`src/sv/lru_key_value_cache_assert.svh`:
```
// Assertion macros used by the cache RTL.
`ifndef LRU_KEY_VALUE_CACHE_ASSERT_SVH
`define LRU_KEY_VALUE_CACHE_ASSERT_SVH

// Check a condition at every rising clock edge outside reset.
`define LKVC_ASSERT_NOW(lbl, clk, rst_n, expr, msg) \
  lbl: assert property (@(posedge clk) disable iff (!rst_n) (expr)) else $error(msg);

// Check a consequence in the clock cycle after its trigger.
`define LKVC_ASSERT_NEXT(lbl, clk, rst_n, ante, cons, msg) \
  lbl: assert property (@(posedge clk) disable iff (!rst_n) (ante) |=> (cons)) else $error(msg);

`endif

```
`src/sv/lkvc_pkg.sv`:
```
`default_nettype none
package lkvc_pkg;

  localparam int unsigned KEY_W            = 32;
  localparam int unsigned VALUE_W          = 64;
  localparam int unsigned CFG_W            = 5;
  localparam int unsigned OCC_W            = 5;
  localparam int unsigned DATA_W           = 32;
  localparam int unsigned ADDR_W           = 2;
  localparam int unsigned DEFAULT_CAPACITY = 16;

  localparam logic [CFG_W-1:0]  CAP_RESET     = 5'd16;
  localparam logic [ADDR_W-1:0] ADDR_CAPACITY = 2'd0;

  typedef enum logic [1:0] {
    OP_GET   = 2'd0,
    OP_PUT   = 2'd1,
    OP_PROBE = 2'd2,
    OP_CLEAR = 2'd3
  } op_e_t;

  typedef enum logic [1:0] {
    UPD_NONE,
    UPD_PROMOTE,
    UPD_INSERT,
    UPD_CLEAR
  } upd_e_t;

  typedef struct packed {
    op_e_t              operation;
    logic [KEY_W-1:0]   key;
    logic [VALUE_W-1:0] value;
  } in_item_t;

  typedef struct packed {
    logic               hit;
    logic [VALUE_W-1:0] read_value;
    logic               evicted;
    logic [KEY_W-1:0]   evicted_key;
    logic [OCC_W-1:0]   occupancy;
  } out_item_t;

  typedef struct packed {
    logic               valid;
    logic [KEY_W-1:0]   key;
    logic [VALUE_W-1:0] value;
  } entry_t;

  typedef struct packed {
    logic             cmp;
    logic [KEY_W-1:0] cmp_key;
    logic             upd_en;
    upd_e_t           mode;
    logic             evict;
  } cell_ctl_t;

endpackage
`default_nettype wire

```
`src/sv/lru_key_value_cache.sv`:
```
// Fully associative key/value cache with least-recently-used replacement.
// Input channel in_valid/in_stall/in_data carries one request: get, put,
// probe or clear, with a key and a value. The result channel
// out_valid/out_stall/out_data carries exactly one result per request: hit,
// read value, eviction flag and key, and occupancy after the request.
// Entries sit in a row of cells ordered by recency, most recent first; a
// hit moves its entry to the front and a new key enters at the front while
// the row shifts down by one, dropping the last valid entry on eviction.
// A request is compared against every cell at the edge it transfers and the
// row is updated when the result enters the output register, which waits
// while a stalled result still holds that register. Each request makes a
// compare-then-update pass over the cell row, and a new request is not
// accepted until the previous one has updated the row.
// While the receiver stalls, a finished result holds in the output register;
// one more request may transfer and wait in the compare stage.
// The capacity register (byte address 0) limits the entries in use, zero
// counting as one and values above the row length as the row length.
// Synchronous reset empties the cache and sets capacity to 16; no clearing
// pass is needed.
`default_nettype none
module lru_key_value_cache import lkvc_pkg::*; #(
  parameter int unsigned CAPACITY = DEFAULT_CAPACITY
) (
  input  logic              clk,
  input  logic              rst_n,
  input  logic              in_valid,
  output logic              in_stall,
  input  in_item_t          in_data,
  output logic              out_valid,
  input  logic              out_stall,
  output out_item_t         out_data,
  input  logic              psel,
  input  logic              penable,
  input  logic              pwrite,
  input  logic [ADDR_W-1:0] paddr,
  input  logic [DATA_W-1:0] pwdata,
  output logic [DATA_W-1:0] prdata,
  output logic              pready
);

  localparam int unsigned CNT_W = $clog2(CAPACITY + 1);
  localparam int unsigned CMP_W = (CNT_W > CFG_W) ? CNT_W : CFG_W;

  logic              pending_r;
  logic              pending_nxt;
  logic              out_valid_r;
  logic              out_valid_nxt;
  logic [CNT_W-1:0]  count_r;
  logic [CNT_W-1:0]  count_nxt;
  logic [CFG_W-1:0]  capacity_r;
  logic [CFG_W-1:0]  capacity_nxt;
  in_item_t          req_r;
  out_item_t         out_data_r;
  out_item_t         result;

  logic              accept;
  logic              apply;
  logic              cfg_write;
  logic              hit;
  logic              evict_now;
  upd_e_t            mode;
  logic [CMP_W-1:0]  cnt_ext;
  logic [CMP_W-1:0]  cap_ext;
  logic [CMP_W-1:0]  limit;
  logic [VALUE_W-1:0] hit_value;
  logic [KEY_W-1:0]  last_key;
  entry_t            front;
  cell_ctl_t         ctl;

  entry_t            entries [CAPACITY];
  logic [CAPACITY-1:0] match_vec;
  logic [CAPACITY-1:0] below_vec;
  logic [CAPACITY-1:0] last_vec;
  logic [CAPACITY-1:0] valid_vec;

  assign accept    = in_valid & ~in_stall;
  assign in_stall  = pending_r;
  assign apply     = pending_r & (~out_valid_r | ~out_stall);
  assign cfg_write = psel & penable & pwrite & pready;
  assign pready    = 1'b1;
  assign prdata    = (paddr == ADDR_CAPACITY) ? DATA_W'(capacity_r) : '0;

  assign cnt_ext = CMP_W'(count_r);
  assign cap_ext = CMP_W'(capacity_r);

  always_comb begin
    priority if (cap_ext == '0) begin
      limit = CMP_W'(1);
    end else if (cap_ext > CMP_W'(CAPACITY)) begin
      limit = CMP_W'(CAPACITY);
    end else begin
      limit = cap_ext;
    end
  end

  always_comb begin
    hit_value = '0;
    last_key  = '0;
    for (int i = 0; i < CAPACITY; i++) begin
      hit_value = hit_value | (match_vec[i] ? entries[i].value : '0);
      last_key  = last_key  | (last_vec[i]  ? entries[i].key   : '0);
    end
  end

  assign hit = |match_vec;

  always_comb begin
    mode      = UPD_NONE;
    evict_now = 1'b0;
    count_nxt = count_r;
    result    = '0;
    unique case (req_r.operation)
      OP_GET: begin
        result.hit = hit;
        if (hit) begin
          mode              = UPD_PROMOTE;
          result.read_value = hit_value;
        end
      end
      OP_PUT: begin
        result.hit = hit;
        if (hit) begin
          mode = UPD_PROMOTE;
        end else begin
          mode      = UPD_INSERT;
          evict_now = (cnt_ext >= limit);
          if (evict_now) begin
            result.evicted     = 1'b1;
            result.evicted_key = last_key;
          end else begin
            count_nxt = count_r + CNT_W'(1);
          end
        end
      end
      OP_PROBE: begin
        result.hit = hit;
      end
      OP_CLEAR: begin
        mode      = UPD_CLEAR;
        count_nxt = '0;
      end
      default: begin
      end
    endcase
    result.occupancy = OCC_W'(CMP_W'(count_nxt));
  end

  assign front = '{valid: 1'b1,
                   key:   req_r.key,
                   value: (req_r.operation == OP_PUT) ? req_r.value : hit_value};

  assign ctl = '{cmp:     accept,
                 cmp_key: in_data.key,
                 upd_en:  apply,
                 mode:    mode,
                 evict:   evict_now};

  for (genvar i = 0; i < CAPACITY; i++) begin : g_cell
    entry_t prev_entry;
    logic   below_in;
    logic   succ_valid;

    if (i == 0) begin : g_head
      assign prev_entry = front;
    end else begin : g_body
      assign prev_entry = entries[i-1];
    end

    if (i == CAPACITY - 1) begin : g_tail
      assign below_in   = 1'b0;
      assign succ_valid = 1'b0;
    end else begin : g_link
      assign below_in   = below_vec[i+1];
      assign succ_valid = valid_vec[i+1];
    end

    lkvc_cell u_cell (
      .clk        (clk),
      .rst_n      (rst_n),
      .ctl        (ctl),
      .prev_entry (prev_entry),
      .below_in   (below_in),
      .succ_valid (succ_valid),
      .entry      (entries[i]),
      .match      (match_vec[i]),
      .below_out  (below_vec[i]),
      .last_valid (last_vec[i])
    );

    assign valid_vec[i] = entries[i].valid;
  end

  always_comb begin
    pending_nxt   = pending_r;
    out_valid_nxt = out_valid_r;
    capacity_nxt  = capacity_r;
    if (out_valid_r && !out_stall) begin
      out_valid_nxt = 1'b0;
    end
    if (apply) begin
      pending_nxt   = 1'b0;
      out_valid_nxt = 1'b1;
    end
    if (accept) begin
      pending_nxt = 1'b1;
    end
    if (cfg_write && (paddr == ADDR_CAPACITY)) begin
      capacity_nxt = pwdata[CFG_W-1:0];
    end
  end

  always_ff @(posedge clk) begin
    if (!rst_n) begin
      pending_r   <= 1'b0;
      out_valid_r <= 1'b0;
      count_r     <= '0;
      capacity_r  <= CAP_RESET;
    end else begin
      pending_r   <= pending_nxt;
      out_valid_r <= out_valid_nxt;
      capacity_r  <= capacity_nxt;
      if (apply) begin
        count_r <= count_nxt;
      end
    end
  end

  always_ff @(posedge clk) begin
    if (accept) begin
      req_r <= in_data;
    end
    if (apply) begin
      out_data_r <= result;
    end
  end

  assign out_valid = out_valid_r;
  assign out_data  = out_data_r;

`include "lru_key_value_cache_assert.svh"

  `LKVC_ASSERT_NOW(a_one_match, clk, rst_n, $onehot0(match_vec), "several cells match one key")
  `LKVC_ASSERT_NOW(a_count_valid, clk, rst_n, $countones(valid_vec) == int'(count_r), "entry count differs from valid cells")
  `LKVC_ASSERT_NEXT(a_evict_keeps_count, clk, rst_n, apply && (mode == UPD_INSERT) && evict_now, count_r == $past(count_r), "eviction changed occupancy")

endmodule
`default_nettype wire

```
`src/sv/lkvc_cell.sv`:
```
`default_nettype none
module lkvc_cell import lkvc_pkg::*; (
  input  logic      clk,
  input  logic      rst_n,
  input  cell_ctl_t ctl,
  input  entry_t    prev_entry,
  input  logic      below_in,
  input  logic      succ_valid,
  output entry_t    entry,
  output logic      match,
  output logic      below_out,
  output logic      last_valid
);

  logic               valid_r;
  logic               valid_nxt;
  logic               match_r;
  logic               match_nxt;
  logic [KEY_W-1:0]   key_r;
  logic [VALUE_W-1:0] value_r;
  logic               take;

  always_comb begin
    match_nxt = match_r;
    valid_nxt = valid_r;
    take      = 1'b0;
    if (ctl.cmp) begin
      match_nxt = valid_r && (key_r == ctl.cmp_key);
    end
    if (ctl.upd_en) begin
      unique case (ctl.mode)
        UPD_NONE: begin
        end
        UPD_PROMOTE: begin
          take = below_in | match_r;
          if (take) begin
            valid_nxt = prev_entry.valid;
          end
        end
        UPD_INSERT: begin
          take      = 1'b1;
          valid_nxt = prev_entry.valid & (valid_r | ~ctl.evict);
        end
        UPD_CLEAR: begin
          valid_nxt = 1'b0;
        end
        default: begin
        end
      endcase
    end
  end

  always_ff @(posedge clk) begin
    if (!rst_n) begin
      valid_r <= 1'b0;
      match_r <= 1'b0;
    end else begin
      valid_r <= valid_nxt;
      match_r <= match_nxt;
    end
  end

  always_ff @(posedge clk) begin
    if (take) begin
      key_r   <= prev_entry.key;
      value_r <= prev_entry.value;
    end
  end

  assign entry      = '{valid: valid_r, key: key_r, value: value_r};
  assign match      = match_r;
  assign below_out  = below_in | match_r;
  assign last_valid = valid_r & ~succ_valid;

endmodule
`default_nettype wire

```
`config.mk`:
```
export PLATFORM = sky130hd
export DESIGN_NAME = lru_key_value_cache
export DESIGN_NICKNAME = d
export VERILOG_FILES = /design/src/sv/lkvc_pkg.sv /design/src/sv/lru_key_value_cache.sv /design/src/sv/lkvc_cell.sv
export VERILOG_INCLUDE_DIRS = /design/src /design/src/sv
export SDC_FILE = /design/constraint.sdc
export NUM_CORES = 2
export LEC_CHECK = 0
export BUFFER_PORTS_ARGS = -buffer_cell sky130_fd_sc_hd__buf_2
export CAP_MARGIN = 20
export CORE_MARGIN = 5
export CORE_UTILIZATION = 50
export DETAILED_ROUTE_END_ITERATION = 10
export GPL_ROUTABILITY_DRIVEN = 1
export HOLD_SLACK_MARGIN = 0.03
export PLACE_DENSITY = 0.63
export RECOVER_POWER = 100
export REMOVE_ABC_BUFFERS = 1
export SYNTH_ARGS = -nofsm -noshare
export SYNTH_HDL_FRONTEND = slang
export SYNTH_SLANG_ARGS = --single-unit
```
`constraint.sdc`:
```
create_clock -name clk -period 33 [get_ports clk]
set_input_delay 6.6 -clock clk [delete_from_list [all_inputs] [get_ports clk]]
set_output_delay 6.6 -clock clk [all_outputs]
set_load 0.1 [all_outputs]
```
* Word level (Yosys, flattened, before mapping) *
Index checks and enable logic that the tools add are counted.

storage, ports and cells
  register bits after elaboration = 1781

cells by class
  add/sub/neg operators = 1
  $lt $le $gt $ge = 2
  eq/ne operators = 38
  multiplexer cells = 113
  bitwise operators = 117
  reduce and logical (&&, ||, !) cells = 46

operators with widths
  cell                                                              count
  64-bit two-way mux                                                17
  64-bit bitwise OR                                                 15
  32-bit equality test                                              16
  32-bit two-way mux                                                16
  32-bit bitwise OR                                                 15
  1-bit one-hot mux with 3 select lines                             16
  3-bit AND reduction                                               16
  1-bit two-way mux                                                 39
  1-bit AND                                                         34
  33-bit two-way mux                                                1
  2-bit by 1-bit != test with 1-bit output (second input constant)  16
  1-bit bitwise OR                                                  32
  1-bit one-hot mux with 2 select lines                             16
  5-bit two-way mux                                                 5
  1-bit inverter                                                    21
  1-bit logical AND                                                 18
  18-bit OR reduction                                               1
  17-bit OR reduction                                               1
  16-bit OR reduction                                               1
  5-bit one-hot mux with 2 select lines                             1
  2-bit equality test (second input constant)                       4
  2-bit one-hot mux with 3 select lines                             1
  5-bit by 1-bit adder with 5-bit output (second input constant)    1
  5-bit greater-or-equal comparator                                 1
  10 further kinds                                                  13

* Longest topological paths before layout *
  depth after elaboration = 19
  gate-level depth with buffers = 14
  gate-level depth less buffers = 11

* Cells and area by module *
A second synthesis with hierarchy kept.

unflattened totals
  cell total of the unflattened synthesis = 4356
  area, all modules = 70806.7 um^2

modules (own cells, without submodules)
  module               instances  cells an instance  area each (um^2)  sequential area each (um^2)
  lkvc_cell            16         163                3408.3            2922.8
  lru_key_value_cache  1          1748               16274.4           6276.0

* Least setup slack after synthesis *
OpenSTA, ideal clock, no wires.

  path kind = input to register
  from = input out_stall
  to = register g_cell[9].u_cell.key_r[0] (enable)
  data arrival time = 15.317 ns
  data required time = 32.581 ns
  slack = 17.263 ns
  stages on the path = 6
  path buffers = 0
  cell sequence = nand2_1 nand2_1 inv_1 nand2b_1 nor2_1 a31o_2

between the ends
  longest elaborated chain between the ends = 4

ends and longest elaborated chain
  item                       line                       text
  start: declaration         lru_key_value_cache.sv:30  input logic out_stall,
  1-bit inverter             lru_key_value_cache.sv:78  assign apply = pending_r & (~out_valid_r | ~out_stall);
  1-bit bitwise OR           lru_key_value_cache.sv:78
  1-bit AND                  lru_key_value_cache.sv:78
  via apply                  lru_key_value_cache.sv:57  logic apply;
  1-bit two-way mux          lkvc_cell.sv:30            if (ctl.upd_en) begin
  via g_cell[9].u_cell.take  lkvc_cell.sv:21            logic take;
  end signal: assignment     lkvc_cell.sv:65            key_r <= prev_entry.key;
  end: declaration           lkvc_cell.sv:19            logic [KEY_W-1:0] key_r;

The timed path passes the listed nets, and every way through them passes these cells.
A chain may end at the register's enable or synchronous reset.

* Final worst setup path *
  from = input out_stall
  to = register g_cell[9].u_cell.key_r[9] (enable)

The elaborated chain is that of the path after synthesis.

==> out/qor.yml <==
outcome:
  status: "finished, violations left"
  violations: "max-capacitance violations, max-slew violations"
cts:
  clkTransAtPathRegs_ns: 0.06
  cts_tree: "built"
  hold_buffers: 0
  clk_latency_ns: 0.83
  cts_buffer_depth: 3
  cts.sinks: 1781
  root_buffer: "clkbuf_16"
  cts_buffers: 183
  htreeDepth: 4
  cts.repair.resized: 0
  post_cts_buffers: 0
logic_synthesis:
  yosys.cell_types.count: 45
  ys_warn_count: 0
  ys_seq_elements: 1781
  synthCells: 4265
  synth.area.mux_share: 0.001022
  synth_top_family_by_area: "compound AO/OA/AOI/OAI gates"
  synth_area_um2: 69800
  synth_top_area_share: 0.7473
  yosys.area_share.simple: 0.04933
  synth_compound_area_frac: 0.1044
  syn_area_per_cell_um2: 16.37
  synth_area_leaders: "edfxtp_1 75%, a22oi_1 3.8%, xnor2_1 3.6%, xor2_1 2.9%, a221oi_1 2.6%"
  synth_xor_area_frac: 0.06500
  yosysSeqAreaShare: 0.7599
  synth_top_area_cell: "edfxtp_1"
  yosys.area_share.adder: 0.001613
placement:
  dpl.hpwl_um: 139100
  dpl-instance-area_um2: 73100
  io_buffers: 221
  place_congestion: 1.033
layout:
  nFillCells: 11094
  nets: 4629
  area_growth_pct: 12.47
  final_cell_area_um2: 78500
  fin_util: 0.5640
  drive_gt1_frac: 0.08643
  final_common_cell: "edfxtp_1"
  final_cell_mix: "1,737 x edfxtp_1, 350 x a22oi_1, 289 x xnor2_1, 237 x clkbuf_1, 234 x nor2_1"
  multi_input_area_um2: 15710
  seqCellArea_um2: 53100
timing:
  fmax_mhz: 54.76
  hold_viol_final: 0
  final-max-slew-violation-count: 2108
  worstMarginPinSlew_ns: 9.583
  final.setup.tns_ns: 0
  slew_headroom: -5.389
  rsz0062_at_grt: "false"
  finalCriticalPeriod_ns: 18.26
  skew_ns: 0.04700
  min_period_over_period: 0.5533
  setup_viol: 0
setup_path:
  worst_setup_path_start_kind: "input port"
  rr_worst_depth: 9
  endpoint: "g_cell[9].u_cell.key_r[9]$_DFFE_PP_"
  reg2reg_to: "g_cell[2].u_cell.value_r[3]$_DFFE_PP_"
  cp.arrival_ns: 18.55
  cp-end-kind: "flop"
  cpPeakStageDelay_ns: 3.18
  cp_cell_sequence: "buf_2, nand2_1, nand2_1, clkinvlp_2, nand2b_1, nor2_1, a31o_1, clkbuf_1, clkbuf_1"
  critPathSlowestCell: "clkbuf_1"
  worstPathMaxFanout: 63
  critPathKind: "in2reg"
  regToRegStartpoint: "g_cell[0].u_cell.match$_SDFFE_PN0P_"
  cp.required_ns: 33.29
  regToRegSetupSlack_ns: 19.03
  crit_path_start: "out_stall"
power_and_ir_drop:
  pwr_density_cell_nw_per_um2: 63.14
  vdd_drop_max_uv: 50.11
  leakage_nw: 24.53
route:
  wl_um: 239700
  vias: 44556
  drt_iter0_markers: 6995
  via_per_inst: 6.845
  ant_nets: 0
  wire_per_inst_um: 36.83
  drc_errors: 0
  first_pass_iters: 6
global_route:
  grt_pass1_wl_um: 330800
  track_usage: 0.3183
  grt_max_degree: 97
  grt_pass1_vias: 42401
  antenna_found_initial: 18
  grt_overflow: 0
floorplan:
  std_cell_rows: 137
  die_h_um: 383.6
  coreArea_um2: 139200
  dieWidth_um: 383.6
  io_pins: 277
  die_area_um2: 147200
  initial_core_util: 0.5015
run:
  drv_cap: 56
min_path:
  hp-class: "reg2reg"
-- worst max-delay path, delay by kind of cell --
family	cells	cell delay (ns)
simple gates	4	3.15
buf+inv	4	7.55
compound gates	1	1.17
-- logic make-up (layout without fill, tap and decap cells) --
| family | after synthesis | after routing |
|---|---|---|
| flops | 1781 | 1781 |
| fa+ha+maj | 9 | 9 |
| buf+inv | 314 | 651 |
| mux | 7 | 7 |
| compound gates | 943 | 943 |
| simple gates | 691 | 691 |
| xor+xnor | 518 | 518 |
| other cells | 2 | 33 |
-- layer usage --
layer,track usage,share of wire,wire [µm],vias to the layer above
li1,-,-,-,17456
met1,0.4427,0.37,89130,22496
met2,0.4745,0.44,105100,3813
met3,0.08647,0.13,32270,767
met4,0.1398,0.054,13010,24
met5,0.004299,0.00098,236,-
-- power breakdown --
| group | leakage [nW] | switching (mW) | internal, mW |
|---|---|---|---|
| registers | 16.2 | 0.0356 | 2.54 |
| clock network | 2.86 | 0.888 | 1.18 |
| logic | 5.50 | 0.250 | 0.0613 |
-- worst min path at each step --
stage	start	end	depth (start not counted)
after floorplan	front[64]$_DFFE_PP_	g_cell[0].u_cell.key_r[0]$_DFFE_PP_	0
after global placement	front[82]$_DFFE_PP_	g_cell[0].u_cell.key_r[18]$_DFFE_PP_	0
after detailed placement	front[77]$_DFFE_PP_	g_cell[0].u_cell.key_r[13]$_DFFE_PP_	0
after CTS	front[80]$_DFFE_PP_	g_cell[0].u_cell.key_r[16]$_DFFE_PP_	0
after global routing	front[80]$_DFFE_PP_	g_cell[0].u_cell.key_r[16]$_DFFE_PP_	0
final	front[80]$_DFFE_PP_	g_cell[0].u_cell.key_r[16]$_DFFE_PP_	0
-- metrics by stage --
| step | power [mW] | cells | worst slack (ns) | hold slack [ns] |
|---|---|---|---|---|
| finish | 4.957 | 6509 | 14.74 | 0.3708 |
| global route | 5.083 | 6505 | 14.51 | 0.3857 |
| CTS | 4.963 | 6501 | 18.89 | 0.3837 |
| detailed placement | 2.919 | 6169 | 18.89 | 0.4045 |
| global placement | 2.917 | 6168 | 18.90 | 0.4014 |
| floorplan | 2.788 | 3989 | 17.26 | 0.4003 |
-- area by class of cell --
class / count / area share
clock inverters: 101 / 0.01331
flip-flops and latches: 1781 / 0.6764
multi-input cells: 2196 / 0.2002
well taps: 1876 / 0.02990
diodes: 5 / 0.0001594
inverters: 12 / 0.0006057
clock buffers: 231 / 0.06172
repair buffers: 307 / 0.01771
-- sequential cells by signal, indices dropped and copies added, names as in the netlist, 5 cells and up --
name                   cells
g_cell.u_cell.match       16
front                     32
cnt_ext                    5
out_data                 103
req_r                     66
cap_ext                    5
g_cell.u_cell.key_r      512
g_cell.u_cell.valid_r     16
g_cell.u_cell.value_r   1024
-- synthesized netlist by cell type (all sizes together) --
cell and count:
or2 1, inv 12, mux2 1, dfxtp 44, o2111ai 1, nor3 24
a21oi 83, a211oi 5, o31ai 1, nor2b 18, a22oi 350, or4 4
a311oi 9, ha 9, mux2i 6, nor2 236, a31oi 39, a22o 209
xnor2 289, nand3 133, nand2 49, a21o 1, o21a 1, a221oi 209
a21boi 1, edfxtp 1737, a31o 3, nor4 67, o21ai 31, clkbuf 228
xor2 229, and3 32, or3 4, conb 2, nand4 113, buf 74
and2 6, nand2b 4
Power figures use the tool's default switching activity.
